$ cat src/phb_pkg.sv
package phb_pkg;

  localparam int HASH_W   = 24;
  localparam int BYTE_W   = 8;
  localparam int WIDE_W   = 32;
  localparam int QUO_W    = 9;
  localparam int BASE_W   = 9;
  localparam int CNT_W    = 5;
  localparam int RES_W    = 25;
  localparam int TOP_LSB  = 16;
  localparam int RECIP_W  = 17;
  localparam int Q_LSB    = 24;

  localparam logic [HASH_W-1:0]  HASH_MOD        = 24'd9999991;
  localparam logic [BASE_W-1:0]  HASH_BASE       = 9'd263;
  localparam logic [RECIP_W-1:0] HASH_RECIP      = 17'd109951;
  localparam logic [RES_W-1:0]   HASH_MOD_TWICE  = 25'd19999982;
  localparam int                 BUCKETS_AT_RESET = 521;

  typedef enum logic [2:0] {
    ST_IDLE,
    ST_QUO,
    ST_RED,
    ST_DIV,
    ST_EMIT
  } state_t;

  typedef struct packed {
    logic take;
    logic quo;
    logic red;
    logic div_step;
    logic emit;
  } dp_cmd_t;

  typedef struct packed {
    logic term;
    logic div_last;
  } dp_status_t;

endpackage

$ cat src/phb_ctrl.sv
module phb_ctrl
  import phb_pkg::*;
(
  input  logic       clk,
  input  logic       rst,
  input  logic       in_valid,
  output logic       in_ready,
  output logic       out_valid,
  input  logic       out_ready,
  input  dp_status_t status,
  output dp_cmd_t    cmd
);

  state_t state;
  state_t state_next;
  logic   out_valid_next;
  logic   emit_ok;

  assign emit_ok = !out_valid || out_ready;

  always_ff @(posedge clk) begin
    if (rst) begin
      state     <= ST_IDLE;
      out_valid <= 1'b0;
    end else begin
      state     <= state_next;
      out_valid <= out_valid_next;
    end
  end

  always_comb begin
    state_next = state;
    case (state)
      ST_IDLE: begin
        if (in_valid) begin
          state_next = status.term ? ST_DIV : ST_QUO;
        end
      end
      ST_QUO:  state_next = ST_RED;
      ST_RED:  state_next = ST_IDLE;
      ST_DIV: begin
        if (status.div_last) begin
          state_next = ST_EMIT;
        end
      end
      ST_EMIT: begin
        if (emit_ok) begin
          state_next = ST_IDLE;
        end
      end
      default: state_next = ST_IDLE;
    endcase
  end

  always_comb begin
    in_ready     = 1'b0;
    cmd          = '0;
    case (state)
      ST_IDLE: begin
        in_ready = 1'b1;
        cmd.take = in_valid;
      end
      ST_QUO:  cmd.quo = 1'b1;
      ST_RED:  cmd.red = 1'b1;
      ST_DIV:  cmd.div_step = 1'b1;
      ST_EMIT: cmd.emit = emit_ok;
      default: cmd = '0;
    endcase
  end

  always_comb begin
    if (cmd.emit) begin
      out_valid_next = 1'b1;
    end else if (out_ready) begin
      out_valid_next = 1'b0;
    end else begin
      out_valid_next = out_valid;
    end
  end

endmodule

$ cat src/phb_datapath.sv
module phb_datapath
  import phb_pkg::*;
#(
  parameter int INDEX_WIDTH = 20
) (
  input  logic                   clk,
  input  logic                   rst,
  input  logic [BYTE_W-1:0]      key_byte,
  input  logic                   cfg_we,
  input  logic [INDEX_WIDTH-1:0] cfg_data,
  input  dp_cmd_t                cmd,
  output dp_status_t             status,
  output logic [HASH_W-1:0]      key_hash,
  output logic [INDEX_WIDTH-1:0] bucket_index
);

  logic [HASH_W-1:0]        hash_acc;
  logic [HASH_W-1:0]        power_acc;
  logic [INDEX_WIDTH-1:0]   bucket_count;
  logic [WIDE_W-1:0]        hsum;
  logic [WIDE_W-1:0]        psum;
  logic [QUO_W-1:0]         hq;
  logic [QUO_W-1:0]         pq;
  logic [HASH_W-1:0]        term_hash;
  logic [HASH_W-1:0]        dvd;
  logic [INDEX_WIDTH-1:0]   rem;
  logic [CNT_W-1:0]         cnt;

  logic [BYTE_W:0]          weight;
  logic [HASH_W+BYTE_W:0]   hprod;
  logic [HASH_W+BASE_W-1:0] pprod;
  logic [TOP_LSB+RECIP_W-1:0] hq_prod;
  logic [TOP_LSB+RECIP_W-1:0] pq_prod;
  logic [QUO_W+HASH_W-1:0]  hqm;
  logic [QUO_W+HASH_W-1:0]  pqm;
  logic [WIDE_W-1:0]        hres;
  logic [WIDE_W-1:0]        pres;
  logic [INDEX_WIDTH:0]     trial;
  logic [INDEX_WIDTH:0]     divisor;
  logic [INDEX_WIDTH-1:0]   rem_next;

  function automatic logic [HASH_W-1:0] mod_fix(input logic [WIDE_W-1:0] r);
    logic [RES_W-1:0] v;
    v = r[RES_W-1:0];
    if (v >= HASH_MOD_TWICE) begin
      v = v - HASH_MOD_TWICE;
    end else if (v >= RES_W'(HASH_MOD)) begin
      v = v - RES_W'(HASH_MOD);
    end
    return v[HASH_W-1:0];
  endfunction

  assign weight  = {1'b0, key_byte} + (BYTE_W+1)'(1);
  assign hprod   = weight * power_acc;
  assign pprod   = power_acc * HASH_BASE;
  assign hq_prod = hsum[WIDE_W-1:TOP_LSB] * HASH_RECIP;
  assign pq_prod = psum[WIDE_W-1:TOP_LSB] * HASH_RECIP;
  assign hqm     = hq * HASH_MOD;
  assign pqm     = pq * HASH_MOD;
  assign hres    = hsum - hqm[WIDE_W-1:0];
  assign pres    = psum - pqm[WIDE_W-1:0];

  assign divisor = {1'b0, bucket_count};
  assign trial   = {rem, dvd[HASH_W-1]};
  always_comb begin
    if (trial >= divisor) begin
      rem_next = INDEX_WIDTH'(trial - divisor);
    end else begin
      rem_next = trial[INDEX_WIDTH-1:0];
    end
  end

  assign status.term     = (key_byte == '0);
  assign status.div_last = (cnt == CNT_W'(HASH_W - 1));

  always_ff @(posedge clk) begin
    if (rst) begin
      hash_acc     <= '0;
      power_acc    <= HASH_W'(1);
      bucket_count <= INDEX_WIDTH'(BUCKETS_AT_RESET);
      cnt          <= '0;
    end else begin
      if (cfg_we) begin
        bucket_count <= cfg_data;
      end
      if (cmd.take && status.term) begin
        hash_acc  <= '0;
        power_acc <= HASH_W'(1);
        cnt       <= '0;
      end else if (cmd.red) begin
        hash_acc  <= mod_fix(hres);
        power_acc <= mod_fix(pres);
      end else if (cmd.div_step) begin
        cnt <= cnt + CNT_W'(1);
      end
    end
  end

  always_ff @(posedge clk) begin
    if (cmd.take) begin
      hsum      <= WIDE_W'(hash_acc) + hprod[WIDE_W-1:0];
      psum      <= pprod[WIDE_W-1:0];
      term_hash <= hash_acc;
      dvd       <= hash_acc;
      rem       <= '0;
    end
    if (cmd.quo) begin
      hq <= hq_prod[Q_LSB +: QUO_W];
      pq <= pq_prod[Q_LSB +: QUO_W];
    end
    if (cmd.div_step) begin
      rem <= rem_next;
      dvd <= {dvd[HASH_W-2:0], 1'b0};
    end
    if (cmd.emit) begin
      key_hash     <= term_hash;
      bucket_index <= (bucket_count == '0) ? '0 : rem;
    end
  end

endmodule

$ cat src/polynomial_string_hash_bucket.sv
// Polynomial rolling string hash with bucket selection. Key bytes arrive one per
// transaction; a zero byte ends the key and produces one result transaction carrying
// the hash modulo 9999991 and that hash modulo bucket_count (0 when bucket_count is
// 0). A nonzero byte occupies the block through the multiply, quotient estimate and
// reduction steps of the modular arithmetic. A terminator occupies it through the
// remainder unit, which takes in one bit of the 24-bit hash per cycle, then any wait
// for the output register to empty. A new byte is taken while a finished result
// still waits in the output register. bucket_count is written through cfg_we and
// cfg_data; the user must write it only while no key is in progress (not enforced).
module polynomial_string_hash_bucket
  import phb_pkg::*;
#(
  parameter int INDEX_WIDTH = 20
) (
  input  logic                   clk,
  input  logic                   rst,
  input  logic                   in_valid,
  output logic                   in_ready,
  input  logic [BYTE_W-1:0]      key_byte,
  output logic                   out_valid,
  input  logic                   out_ready,
  output logic [HASH_W-1:0]      key_hash,
  output logic [INDEX_WIDTH-1:0] bucket_index,
  input  logic                   cfg_we,
  input  logic [INDEX_WIDTH-1:0] cfg_data
);

  dp_cmd_t    cmd;
  dp_status_t status;

  phb_ctrl u_ctrl (
    .clk       (clk),
    .rst       (rst),
    .in_valid  (in_valid),
    .in_ready  (in_ready),
    .out_valid (out_valid),
    .out_ready (out_ready),
    .status    (status),
    .cmd       (cmd)
  );

  phb_datapath #(
    .INDEX_WIDTH (INDEX_WIDTH)
  ) u_datapath (
    .clk          (clk),
    .rst          (rst),
    .key_byte     (key_byte),
    .cfg_we       (cfg_we),
    .cfg_data     (cfg_data),
    .cmd          (cmd),
    .status       (status),
    .key_hash     (key_hash),
    .bucket_index (bucket_index)
  );

endmodule

$ cat config.mk
export PLATFORM = sky130hd
export DESIGN_NAME = polynomial_string_hash_bucket
export DESIGN_NICKNAME = d
export VERILOG_FILES = /design/src/phb_pkg.sv /design/src/phb_ctrl.sv /design/src/phb_datapath.sv /design/src/polynomial_string_hash_bucket.sv
export SDC_FILE = /design/constraint.sdc
export NUM_CORES = 2
export LEC_CHECK = 0
export BUFFER_PORTS_ARGS = -buffer_cell sky130_fd_sc_hd__buf_2
export CORE_MARGIN = 2
export CORE_UTILIZATION = 30
export CTS_CLUSTER_DIAMETER = 200
export DETAILED_ROUTE_END_ITERATION = 10
export HOLD_SLACK_MARGIN = 0.06
export SYNTH_ARGS = -nofsm -noshare
export SYNTH_HDL_FRONTEND = slang
export SYNTH_SLANG_ARGS = --single-unit
$ cat constraint.sdc
create_clock -name clk -period 9.8 [get_ports clk]
set_clock_uncertainty 0.1 [all_clocks]
set_input_delay 1.47 -clock clk [delete_from_list [all_inputs] [get_ports clk]]
set_output_delay 1.47 -clock clk [all_outputs]
set_load 0.005 [all_outputs]
==> results.toml <==
[global_route]
grt_pass1_wl_mm = 161
grt_use_met3_pct = 1.84
grt_pass1_vias = 29311
grtUsageMet2_pct = 23.9
grtUsageMet1_pct = 20.7
grt_max_degree = 63
antenna_found_initial = 7
grt_use_total_pct = 14.7
grt-busiest-layer = "met2"
gr-total-overflow = 0

[cells_and_area]
nets = 5314
drive_above_1_share_pct = 5.21
area_growth_pct = 9.01
post-route-util_pct = 32.9
diodes = 0

[logic_synthesis]
ys_ff_latch = 271
synth_xor_xnor_area_share_pct = 3.85
synth_seq_area_share_pct = 18.3
synth_top_area_share_pct = 29.2
synthMuxAreaShare_pct = 1.29
synth_flop_cell = "edfxtp_1"
synth_area_sq_um = 40300
synth_top_family_by_area = "adder cells"
yosys_warnings = 0
yosys.area_share.simple_pct = 10.6
synth_adder_area_share_pct = 46.4
synthArstFlopShare_pct = 0
syn-num-nets = 5272
synth-compound-area-share_pct = 10.2
ys_types = 93
syn_inst = 4097
synthTopCellsByArea = "fa_1, ha_1, edfxtp_1, inv_1, dfxtp_1"
synth_edf_count = 193
avgSynthCellArea_sq_um = 9.84
yosys.area.top_type = "fa_1"

[worst_setup_path]
rr_startpoint = "u_datapath.hq[0]$_DFFE_PP_"
endpoint_kind = "register"
slowest_delay_ns = 0.98
r2r_slack_ns = 1.32
cp.arrival_ns = 8.85
r2r-end = "u_datapath.hash_acc[6]$_SDFFE_PP0P_"
crit_fanout = 16
start_kind = "register"
crit_required_ns = 10.16
crit_path_cell_trace = "ha_1 > inv_1 > fa_1 > inv_1 > ha_1 > fa_1 > fa_1 > inv_1 > ha_1 > a211o_1 > a21o_1 > a21oi_1 > nor2_1 > a221oi_1 > o21ai_0 > nand3_2 > o21ai_2 > a21oi_2 > buf_4 > o221ai_1 > and3b_1 > mux2i_1 > nand2_1"
critPathTopFamily = "compound AO/OA/AOI/OAI gates"
slowest_stage = "a221oi_1"
worstSetupPathType = "register to register"
r2r_cells = 23
critPathBufInv = 4

[sta]
finalCritPeriodShare_pct = 86.6
setup_viol = 0
fmax_ghz = 0.118
tns_ns = 0
worstMarginPinSlew_ns = 1.14
slew_headroom_pct = 24.2
hold_violations = 0
slew_violations = 0
fin_crit_ns = 8.48
rsz0062_at_grt = "false"

[cts]
cts_tree = "done"
clockBufferDepth = 3
clk_pin_slew_worst_paths_ns = 0.07
htree_levels = 2
root_buffer = "clkbuf_16"
cts_num_sinks = 271
clkLatencyLatePin_ns = 0.57
cts_hold_buf = 0
numCtsBuffers = 34
cts_resized = 0
cts_setup_buffers = 0

[hold_path]
worstHoldStart = "u_datapath.term_hash[11]$_DFFE_PP_"
min_to = "u_datapath.key_hash[11]$_DFFE_PP_"
min_path_type = "register to register"
hold_depth = 0

[floorplan]
dieArea_sq_um = 137000
ios = 79
initial_core_util_pct = 30.2
core_sq_um = 133000
die_x_um = 371
die_h_um = 371
row_count = 134

[route]
drt-wirelength-per-cell_um = 16.5
post-route-drc-count = 0
drt-initial-drc-count = 1583
final_antenna_net_count = 0
drt-total-wl_mm = 97.8
firstDrtPassIters = 8
vias = 28139
routed_via_density = 4.74

[placed_design]
place_congestion = 0.873
dp_hpwl_mm = 81.1
io_buffers = 78

[outcome]
outcome = "finished clean"

[run]
maxCapViolCount = 0
## state kept, by name, summed over array words and instances, names as in the netlist
name,flops
u_datapath.power_acc,24
u_datapath.rem,20
u_datapath.psum,32
u_datapath.term_hash,24
u_datapath.bucket_count,20
u_datapath.dvd,24
u_datapath.cnt,5
u_datapath.hash_acc,24
u_ctrl.out_valid,1
u_datapath.bucket_index,20
u_datapath.key_hash,24
u_ctrl.state,3
u_datapath.hq,9
u_datapath.pq,9
u_datapath.hsum,32
## layout make-up
class,instances,area [sq um]
clock inverter,23,308
tap,1768,2210
timing repair buffer,110,631
fill,13819,89500
clock buffer,39,870
inverter,896,3360
sequential,271,7360
multi-input combinational,2826,29200
## worst max path at each step
stage | startpoint | cells past startpoint | slack, ns | to
after floorplan | key_byte[0] | 27 | 1.89 | u_datapath.hsum[31]$_DFFE_PP_
after global placement | key_byte[0] | 26 | 1.06 | u_datapath.hsum[31]$_DFFE_PP_
after detailed placement | key_byte[0] | 26 | 0.85 | u_datapath.hsum[31]$_DFFE_PP_
after CTS | key_byte[0] | 27 | 1.41 | u_datapath.hsum[31]$_DFFE_PP_
after global routing | key_byte[0] | 26 | 0.94 | u_datapath.hsum[31]$_DFFE_PP_
final | u_datapath.hq[0]$_DFFE_PP_ | 23 | 1.32 | u_datapath.hash_acc[6]$_SDFFE_PP0P_
## cells by family after synthesis
group	after synthesis
adder cells (fa/ha/maj)	1142
flip-flops	271
buffers and inverters	1000
XOR/XNOR	177
AND/OR/NAND/NOR	868
multiplexers	51
AO/OA/AOI/OAI	588
## layout by cell type, fill, tap and decap left out, types with 85 or more instances in the layout
| cell | Yosys | final |
|---|---|---|
| xnor2_1 | 131 | 130 |
| edfxtp_1 | 193 | 193 |
| o21ai_0 | 85 | 85 |
| and2_1 | 100 | 98 |
| nand2_1 | 267 | 267 |
| inv_1 | 896 | 896 |
| fa_1 | 588 | 588 |
| ha_1 | 554 | 554 |
| nor2_1 | 169 | 169 |
| a21oi_1 | 137 | 135 |
## through the flow
| stage | hold slack, ns | setup slack (ns) | instances | instance area [sq um] |
|---|---|---|---|---|
| 6_report | 0.318 | 1.32 | 5933 | 43900 |
| 5_1_grt | 0.325 | 0.938 | 5933 | 43900 |
| 4_1_cts | 0.314 | 1.41 | 5933 | 43900 |
| 3_5_place_dp | 0.305 | 0.847 | 5871 | 42800 |
| 3_3_place_gp | 0.301 | 1.06 | 5871 | 42800 |
| 2_1_floorplan | 0.300 | 1.89 | 4097 | 40300 |
## metal layers
| metal | vias up | part of all wire, % |
|---|---|---|
| met1 | 14016 | 48 |
| met4 | 2 | 2.1 |
| met3 | 94 | 4.2 |
| met2 | 526 | 46 |
| li1 | 13501 | - |
| met5 | - | 0.013 |
## cell usage after synthesis (46+ instances only)
master / count
nand2_1: 267
o21ai_0: 85
and2_1: 100
nand3_1: 68
dfxtp_1: 78
edfxtp_1: 193
a21o_1: 55
clkbuf_1: 71
xnor2_1: 131
a21oi_1: 137
xor2_1: 46
fa_1: 588
nor2b_1: 48
ha_1: 554
nor2_1: 169
inv_1: 896
nor3_1: 62
Power is left out: the tool's default activity adds up to more than one toggle a clock period on the data nets, which glitch-free logic cannot reach.
